==> src/hdl/spq_pkg.sv <==
// Shared types, codes and default sizes of the stable priority queue.
package spq_pkg;

    localparam int SPQ_CAPACITY      = 16;
    localparam int SPQ_TAG_BITS      = 32;
    localparam int SPQ_PRIORITY_BITS = 8;

    localparam logic [1:0] OP_INSERT = 2'd0;
    localparam logic [1:0] OP_REMOVE = 2'd1;
    localparam logic [1:0] OP_LIST   = 2'd2;

    localparam logic [1:0] ST_OK    = 2'd0;
    localparam logic [1:0] ST_EMPTY = 2'd1;
    localparam logic [1:0] ST_FULL  = 2'd2;

    typedef enum logic [2:0] {
        S_IDLE,
        S_SCAN,
        S_INS,
        S_RMV,
        S_LIST
    } t_state;

endpackage

==> src/hdl/stable_priority_queue_top.sv <==
// Top level of the stable priority queue: control sequencer around one entry RAM.
//
// The queue holds up to CAPACITY entries in one RAM, kept sorted with the highest
// priority first and equal priorities in arrival order; the RAM is used as a ring
// whose head moves on remove. A request is taken when start is high and busy is
// low, and every result is shown for one cycle with o_valid, so the receiver must
// take it when it comes. A remove keeps busy high while it takes the head entry,
// a list while it reads out every stored entry, and an insert while it scans from
// the tail, moving each lower entry back one place per cycle (the RAM has one
// write port) and then writing the new entry. Rejected inserts, removes and lists
// on an empty queue, and inserts into an empty queue, leave busy low. Each result
// is registered and appears in the cycle after the cycle that produces it.
module stable_priority_queue_top #(
    parameter int CAPACITY      = spq_pkg::SPQ_CAPACITY,
    parameter int TAG_BITS      = spq_pkg::SPQ_TAG_BITS,
    parameter int PRIORITY_BITS = spq_pkg::SPQ_PRIORITY_BITS
) (
    input  logic                     i_clk,
    input  logic                     i_rst_n,
    input  logic                     start,
    output logic                     busy,
    input  logic [1:0]               i_operation,
    input  logic [TAG_BITS-1:0]      i_job_tag,
    input  logic [PRIORITY_BITS-1:0] i_job_priority,
    output logic                     o_valid,
    output logic [1:0]               o_status,
    output logic [TAG_BITS-1:0]      o_out_tag,
    output logic [PRIORITY_BITS-1:0] o_out_priority,
    output logic                     o_last
);

    import spq_pkg::*;

    localparam int PW = $clog2(CAPACITY);
    localparam int CW = $clog2(CAPACITY + 1);
    localparam int EW = TAG_BITS + PRIORITY_BITS;

    t_state r_state, n_state;

    logic [PW-1:0]            r_head, n_head;
    logic [CW-1:0]            r_count, n_count;
    logic [PW-1:0]            r_idx, n_idx;
    logic [TAG_BITS-1:0]      r_tag, n_tag;
    logic [PRIORITY_BITS-1:0] r_pri, n_pri;

    logic                     r_valid, n_valid;
    logic [1:0]               r_status, n_status;
    logic [TAG_BITS-1:0]      r_otag, n_otag;
    logic [PRIORITY_BITS-1:0] r_opri, n_opri;
    logic                     r_last, n_last;

    logic          ram_we;
    logic [PW-1:0] ram_waddr;
    logic [EW-1:0] ram_wdata;
    logic [PW-1:0] ram_raddr;
    logic [EW-1:0] ram_rdata;

    logic                     accept;
    logic                     full;
    logic                     empty;
    logic [PW-1:0]            cnt_m1;
    logic [PRIORITY_BITS-1:0] rd_pri;
    logic [TAG_BITS-1:0]      rd_tag;
    logic                     stays_ahead;
    logic                     list_last;

    function automatic logic [PW-1:0] phys(input logic [PW-1:0] head,
                                           input logic [PW-1:0] offset);
        logic [PW:0] sum;
        sum = {1'b0, head} + {1'b0, offset};
        if (sum >= (PW+1)'(CAPACITY)) begin
            sum = sum - (PW+1)'(CAPACITY);
        end
        return sum[PW-1:0];
    endfunction

    spq_ram #(
        .WIDTH(EW),
        .DEPTH(CAPACITY)
    ) u_ram (
        .i_clk  (i_clk),
        .i_we   (ram_we),
        .i_waddr(ram_waddr),
        .i_wdata(ram_wdata),
        .i_raddr(ram_raddr),
        .o_rdata(ram_rdata)
    );

    assign accept      = start && (r_state == S_IDLE);
    assign full        = (r_count == CW'(CAPACITY));
    assign empty       = (r_count == '0);
    assign cnt_m1      = PW'(r_count - 1'b1);
    assign rd_pri      = ram_rdata[EW-1:TAG_BITS];
    assign rd_tag      = ram_rdata[TAG_BITS-1:0];
    assign stays_ahead = (rd_pri >= r_pri);
    assign list_last   = (r_idx == cnt_m1);

    always_comb begin
        n_state = r_state;
        unique case (r_state)
            S_IDLE: begin
                if (accept) begin
                    unique case (i_operation)
                        OP_INSERT: if (!full && !empty) begin
                            n_state = S_SCAN;
                        end
                        OP_REMOVE: if (!empty) begin
                            n_state = S_RMV;
                        end
                        OP_LIST: if (!empty) begin
                            n_state = S_LIST;
                        end
                        default: n_state = S_IDLE;
                    endcase
                end
            end
            S_SCAN: begin
                if (stays_ahead) begin
                    n_state = S_IDLE;
                end else if (r_idx == '0) begin
                    n_state = S_INS;
                end
            end
            S_INS: n_state = S_IDLE;
            S_RMV: n_state = S_IDLE;
            S_LIST: if (list_last) begin
                n_state = S_IDLE;
            end
            default: n_state = S_IDLE;
        endcase
    end

    always_comb begin
        n_head    = r_head;
        n_count   = r_count;
        n_idx     = r_idx;
        n_tag     = r_tag;
        n_pri     = r_pri;
        n_valid   = 1'b0;
        n_status  = ST_OK;
        n_otag    = '0;
        n_opri    = '0;
        n_last    = 1'b1;
        ram_we    = 1'b0;
        ram_waddr = phys(r_head, PW'(r_idx + 1'b1));
        ram_wdata = {r_pri, r_tag};
        ram_raddr = r_head;
        unique case (r_state)
            S_IDLE: begin
                if (accept) begin
                    n_tag = i_job_tag;
                    n_pri = i_job_priority;
                    unique case (i_operation)
                        OP_INSERT: begin
                            if (full) begin
                                n_valid  = 1'b1;
                                n_status = ST_FULL;
                            end else if (empty) begin
                                ram_we    = 1'b1;
                                ram_waddr = r_head;
                                ram_wdata = {i_job_priority, i_job_tag};
                                n_count   = r_count + 1'b1;
                                n_valid   = 1'b1;
                            end else begin
                                ram_raddr = phys(r_head, cnt_m1);
                                n_idx     = cnt_m1;
                            end
                        end
                        OP_REMOVE, OP_LIST: begin
                            n_idx = '0;
                            if (empty) begin
                                n_valid  = 1'b1;
                                n_status = ST_EMPTY;
                            end
                        end
                        default: n_valid = 1'b0;
                    endcase
                end
            end
            S_SCAN: begin
                ram_we = 1'b1;
                if (stays_ahead) begin
                    n_count = r_count + 1'b1;
                    n_valid = 1'b1;
                end else begin
                    ram_wdata = ram_rdata;
                    if (r_idx != '0) begin
                        ram_raddr = phys(r_head, PW'(r_idx - 1'b1));
                        n_idx     = PW'(r_idx - 1'b1);
                    end
                end
            end
            S_INS: begin
                ram_we    = 1'b1;
                ram_waddr = r_head;
                n_count   = r_count + 1'b1;
                n_valid   = 1'b1;
            end
            S_RMV: begin
                n_head  = phys(r_head, PW'(1));
                n_count = r_count - 1'b1;
                n_valid = 1'b1;
                n_otag  = rd_tag;
                n_opri  = rd_pri;
            end
            S_LIST: begin
                n_valid   = 1'b1;
                n_otag    = rd_tag;
                n_opri    = rd_pri;
                n_last    = list_last;
                ram_raddr = phys(r_head, PW'(r_idx + 1'b1));
                n_idx     = PW'(r_idx + 1'b1);
            end
            default: n_valid = 1'b0;
        endcase
    end

    always_ff @(posedge i_clk) begin
        if (!i_rst_n) begin
            r_state <= S_IDLE;
            r_head  <= '0;
            r_count <= '0;
            r_valid <= 1'b0;
        end else begin
            r_state <= n_state;
            r_head  <= n_head;
            r_count <= n_count;
            r_valid <= n_valid;
        end
    end

    always_ff @(posedge i_clk) begin
        r_idx    <= n_idx;
        r_tag    <= n_tag;
        r_pri    <= n_pri;
        r_status <= n_status;
        r_otag   <= n_otag;
        r_opri   <= n_opri;
        r_last   <= n_last;
    end

    assign busy           = (r_state != S_IDLE);
    assign o_valid        = r_valid;
    assign o_status       = r_status;
    assign o_out_tag      = r_otag;
    assign o_out_priority = r_opri;
    assign o_last         = r_last;

    // The entry count never passes the capacity.
    a_count_bound: assert property (@(posedge i_clk) disable iff (!i_rst_n)
        r_count <= CW'(CAPACITY))
        else $error("entry count above capacity");

    // A remove always produces its single, final result right after the read.
    a_remove_result: assert property (@(posedge i_clk) disable iff (!i_rst_n)
        r_state == S_RMV |=> o_valid && o_last && o_status == ST_OK)
        else $error("remove did not produce its result");

    // An insert into a full queue is rejected at once and leaves the count alone.
    a_full_reject: assert property (@(posedge i_clk) disable iff (!i_rst_n)
        accept && i_operation == OP_INSERT && full
        |=> o_valid && o_status == ST_FULL && $stable(r_count))
        else $error("insert into full queue not rejected");

    // The insertion scan only visits stored entries.
    a_scan_index: assert property (@(posedge i_clk) disable iff (!i_rst_n)
        r_state == S_SCAN |-> ({1'b0, r_idx} < (PW+1)'(r_count)))
        else $error("scan index outside the stored entries");

    // A list ends on the last stored entry and then releases busy.
    a_list_end: assert property (@(posedge i_clk) disable iff (!i_rst_n)
        r_state == S_LIST && list_last |=> o_valid && o_last && !busy)
        else $error("list did not end on the last entry");

endmodule

==> src/hdl/spq_ram.sv <==
// Generic single-write, single-read RAM with a registered read port.
module spq_ram #(
    parameter int WIDTH = 8,
    parameter int DEPTH = 16
) (
    input  logic                     i_clk,
    input  logic                     i_we,
    input  logic [$clog2(DEPTH)-1:0] i_waddr,
    input  logic [WIDTH-1:0]         i_wdata,
    input  logic [$clog2(DEPTH)-1:0] i_raddr,
    output logic [WIDTH-1:0]         o_rdata
);

    logic [WIDTH-1:0] r_mem [DEPTH];
    logic [WIDTH-1:0] r_rdata;

    always_ff @(posedge i_clk) begin
        if (i_we) begin
            r_mem[i_waddr] <= i_wdata;
        end
        r_rdata <= r_mem[i_raddr];
    end

    assign o_rdata = r_rdata;

endmodule
==> config.mk <==
export PLATFORM = sky130hd
export DESIGN_NAME = stable_priority_queue_top
export DESIGN_NICKNAME = d
export VERILOG_FILES = /design/src/hdl/spq_pkg.sv /design/src/hdl/stable_priority_queue_top.sv /design/src/hdl/spq_ram.sv
export SDC_FILE = /design/constraint.sdc
export NUM_CORES = 1
export LEC_CHECK = 0
export BUFFER_PORTS_ARGS = -buffer_cell sky130_fd_sc_hd__buf_4
export CORE_ASPECT_RATIO = 0.9
export CORE_MARGIN = 1
export CORE_UTILIZATION = 45
export DETAILED_ROUTE_END_ITERATION = 12
export SLEW_MARGIN = 30
export SYNTH_ARGS = -nofsm -noshare
export SYNTH_HDL_FRONTEND = slang
export SYNTH_HIERARCHICAL = 1
export SYNTH_SLANG_ARGS = --single-unit
==> constraint.sdc <==
create_clock -name i_clk -period 9.3 [get_ports i_clk]
set_clock_uncertainty 0.2 [all_clocks]
set_input_delay 2.79 -clock i_clk [delete_from_list [all_inputs] [get_ports i_clk]]
set_output_delay 2.79 -clock i_clk [all_outputs]
set_load 0.02 [all_outputs]
Yosys cells after proc, flatten, opt, wreduce, memory -nomap -nowiden. Memory sizes are Yosys's and may differ from the RTL's. A register that Yosys moved wholly into a read port is not among the register bits. Cells that the tools add are included.

Register bits after elaboration: 100. Memory bits (writable): 640. Output and inout bits: 45. Logic and storage cells: 131. Memories: 1.

Memories: u_ram.r_mem (depth 16, bits a word 40, rd ports 1, clocked after memory_dff 1, write ports 1, RTL line spq_ram.sv:14) `logic [WIDTH-1:0] r_mem [DEPTH];`.

Add/subtract/negate cells: 12. Order comparisons: 5. Equal/unequal tests: 23. Muxes and demuxes: 59. Reduce and logical (&&, ||, !) cells: 20.

Operators with widths (number): $mux 40 (5); $pmux 40 s2 (1); $mux 4 (19); $mux 5 (5); $pmux 4 s3 (2); $mux 3 (7); $ge 5x5->1 const B (4); $pmux 5 s4 (1); $sub 4x1->4 const B (5); $ne 3x3->1 const B (6); $pmux 3 s3 (2); $pmux 4 s2 (2); $add 4x4->5 (3); $ne 2x2->1 const B (7); $reduce_and 6->1 (2); $mux 1 (10); $ge 8x8->1 (1); $reduce_bool 4->1 (2); $reduce_and 7->1 (1); $eq 3x2->1 const B (2); $reduce_bool 3->1 (2); $reduce_or 2->1 (3); $add 4x1->5 const B (1); $add 5x1->5 const B (1); other kinds (22) (25).

Longest topological paths before layout.
Word-level depth: 9. Depth in mapped cells: 16. Mapped depth without buffers: 13.

Cells and area by module. The synthesis kept the hierarchy.

By module, submodules not included: spq_ram (instances 1, cells an instance 1040, area an instance 25131.6 um^2); stable_priority_queue_top (instances 1, cells an instance 528, area an instance 5158.7 um^2).

Worst setup path before layout. Ideal clock, no wire load.

Path kind: input to register. From: in i_operation[0]. To: mem u_ram/r_mem[0][0] (netlist bit) (enable). Arrival: 7.396 ns. Path slack: 1.217 ns. Cell stages on the path: 9. Cells stage by stage: inv_1 ha_1 nand2_1 nor3_2 o31ai_1 nor2_1 mux2_2 or3b_2 nor3_1.

Elaborated cells between the ends (all ways): 9. Classes of those cells: mux (8); reduce/logical (1).

RTL lines: from (decl) (RTL line stable_priority_queue_top.sv:22) `input logic [1:0] i_operation,`; $logic_not 2->1 (RTL line stable_priority_queue_top.sv:153) `unique case (i_operation)`; $mux 4 (RTL line stable_priority_queue_top.sv:153); $mux 4 (RTL line stable_priority_queue_top.sv:150) `if (accept) begin`; $pmux 4 s2 (RTL line stable_priority_queue_top.sv:148) `unique case (r_state)`; named net ram_waddr[2] (RTL line stable_priority_queue_top.sv:53) `logic [PW-1:0] ram_waddr;`; to (decl) (RTL line spq_ram.sv:14).

The timed path passes the listed nets, and every way through them passes these cells.

Worst setup path in the final report.
From: in i_operation[0]. To: mem u_ram/r_mem[11][1] (netlist bit) (enable).

Same word-level chain as after synthesis.

==> metrics.cfg <==
[setup_path]
start_kind=primary input
rr_endpoint=u_ram/r_mem[11][1]
cp.arrival_ns=6.86
path_delay_family=simple AND/OR/NAND/NOR gates
critPathMaxStageDelay_ns=0.84
critPathMaxFanout=22
cp_slowest_cell=nor2_4
rrSetupSlack_ns=4.29
crit_required_ns=9.37
cp_cell_sequence=buf_4, inv_1, ha_1, nand2_1, nor3_2, o31ai_1, nor2_1, mux2i_1, nand2_1, nor2_4, buf_4
critical_path_buf_inv_count=3
crit_path_end_kind=flop
r2r_start=r_count[0]
critical_path_class=primary input to flop
rr_worst_depth=10

[synth]
synth_top_family_by_area=multiplexers
ys_top_cells_by_area=edfxtp_1, mux4_2, dfxtp_1
synth_warnings=6
synthCells=1568
synth_compound_area_share_pct=4.49
synth-xor-area-share_pct=0.694
synthFlopType=edfxtp_1
synth_top_area_share_pct=67.8
syn_area_sq_um=30300
synthesis.nets=1644
postSynth.asyncResetShare_pct=0
synth_cell_types=69
synth_mux_area_share_pct=12.8
synth_seq_cells=780
synth_edf_count=684
synth-adder-area-share_pct=1.35
synth_seq_area_share_pct=74.2
synthSimpleGateAreaFrac_pct=4.34
yosys.area.top_type=edfxtp_1
avgSynthCellArea_sq_um=19.3

[sta]
finalSetupTns_ns=0
worstMarginPinSlew_ns=1.00
fmax_ghz=0.147
slew_headroom_pct=33.0
final.period_utilization_pct=73.0
postLayoutSetupSlackWorst_ns=2.51
whs_ns=0.270
slew_viol_final=0
finalHoldViolCount=0
final.min_clock_period_ns=6.79
finalSetupViolCount=0
rsz0062_at_grt=false

[route]
first_pass_iters=5
top_layer=met4
wl_met2_mm=31.6
wl_met3_mm=3.74
viasPerCell=5.80
ant_nets=0
wirelength_mm=66.5
vias=15200
wl_met1_mm=30.1
drtIter0Drc=1284
wire_per_inst_um=25.4
route.detailed.drc=0

[placed_design]
place_area_sq_um=32000
place.gp.congestion=0.828
hpwlAfterDp_mm=37.0
place_inst=2469
port_buffers=89
place_ws_ns=1.99

[layout]
final_common_cell=edfxtp_1
area_growth_pct=14.0
antennaDiodeCount=0
multi_input_area_sq_um=7380
mostFrequentLayoutCells=edfxtp_1, nand2_1, a22oi_1
finalNetCount=1762
fill_cells=5184
area.sequential_sq_um=22500
drive_gt1_share_pct=21.4
instances_no_fill=2613
final_area_sq_um=34500

[clocking]
post_cts_buffers=0
hold_buffers=0
cts-root-buf=clkbuf_16
ctsResizeCount=0
cts_buffers=79
cts_tree=done
cts_sinks=780
clk_pin_slew_worst_paths_ns=0.06
worstSkewPairLatency_ns=0.62
cts_buffer_depth=3
htreeDepth=3

[pwr]
leakagePower_uw=0.0114
p_per_area_nw_per_um2=253
ir_worst_vdd_uv=116

[min_path]
hold_start=u_ram/o_rdata[2]
hp-class=flop to flop
hold_depth=1
hold-path-endpoint=o_out_tag[2]

[grt]
overflow=0
grt_use_total_pct=19.9
antenna_found_initial=0
grt_pass1_vias=15400
grt_pass1_wl_mm=99.4
grt_max_degree=140

[die]
ioPinCount=90
fp.dieArea_sq_um=68400
die_y_um=248
start_util_pct=45.9
die_x_um=275
fp-row-count=89
core-area_sq_um=66000

[status]
status=finished clean

[flow_run]
maxCapViolCount=0

[metal layers]
metal / vias to the layer above / global-route usage [%]
li1: 6603 / -
met1: 8038 / 29.0
met2: 448 / 31.2
met3: 75 / 3.81
met4: 0 / 4.65
met5: - / 0
[synthesized netlist by cell type, drive strengths merged (3+ instances only)]
cell,count
clkbuf,49
ha,28
o21a,3
o21ai,11
mux2i,4
dfxtp,96
o211ai,4
edfxtp,684
inv,26
a22oi,122
nand2,138
o211a,3
nor2,37
nor4,4
nand2b,7
mux4,160
nor3b,3
buf,35
nand4,4
xor2,8
a21o,4
fa,3
a21oi,18
xnor2,16
and2,7
nor3,16
nor2b,41
[through the flow]
step	utilization (%)	power [uW]
floorplan	-	5220
global placement	48.4	5670
detailed placement	48.4	5700
CTS	52.3	8810
global route	52.3	9060
finish	52.3	8720
[sequential cells by signal, summed over array words and instances, names as in the netlist, 3 cells and up]
signal and count:
o_out_priority 8, o_out_tag 32, r_count 5, r_head 4, r_idx 4, r_pri 8
r_state 3, r_tag 32, u_ram/o_rdata 40, u_ram/r_mem 640
[how the worst max path moves through the flow]
stage	end	slack [ns]	cells after the start	from
6_report	u_ram/r_mem[11][1]	2.51	11	i_operation[0]
3_5_place_dp	u_ram/r_mem[15][4]	1.99	11	i_operation[0]
4_1_cts	u_ram/r_mem[15][5]	2.64	11	i_operation[0]
5_1_grt	u_ram/r_mem[15][2]	2.28	11	i_operation[0]
3_3_place_gp	u_ram/r_mem[15][4]	2.30	11	i_operation[0]
2_1_floorplan	u_ram/r_mem[0][0]	1.22	9	i_operation[0]
[report_power, final]
part / total (uW) / internal (uW) / switching [uW]
Combinational: 1300 / 484 / 811
Clock: 3100 / 1830 / 1280
Sequential: 4320 / 4190 / 128
[final cells by class]
class	instances	area share [%]
flip-flops and latches	780	65.1
multi-input cells	678	21.4
clock buffers	112	6.53
well taps	864	3.13
repair buffers	121	2.78
clock inverters	32	0.852
inverters	26	0.283
[cell families (layout without fill, tap and decap cells)]
kind of cell / count (synthesis) / count (layout)
adders and majority gates: 31 / 31
and+or+nand+nor: 271 / 271
AOI/OAI and AO/OA: 186 / 186
buffers and inverters: 110 / 291
muxes: 166 / 166
DFF: 780 / 780
xor gates and xnor gates: 24 / 24
No activity file was read; power rests on OpenSTA's default activity.
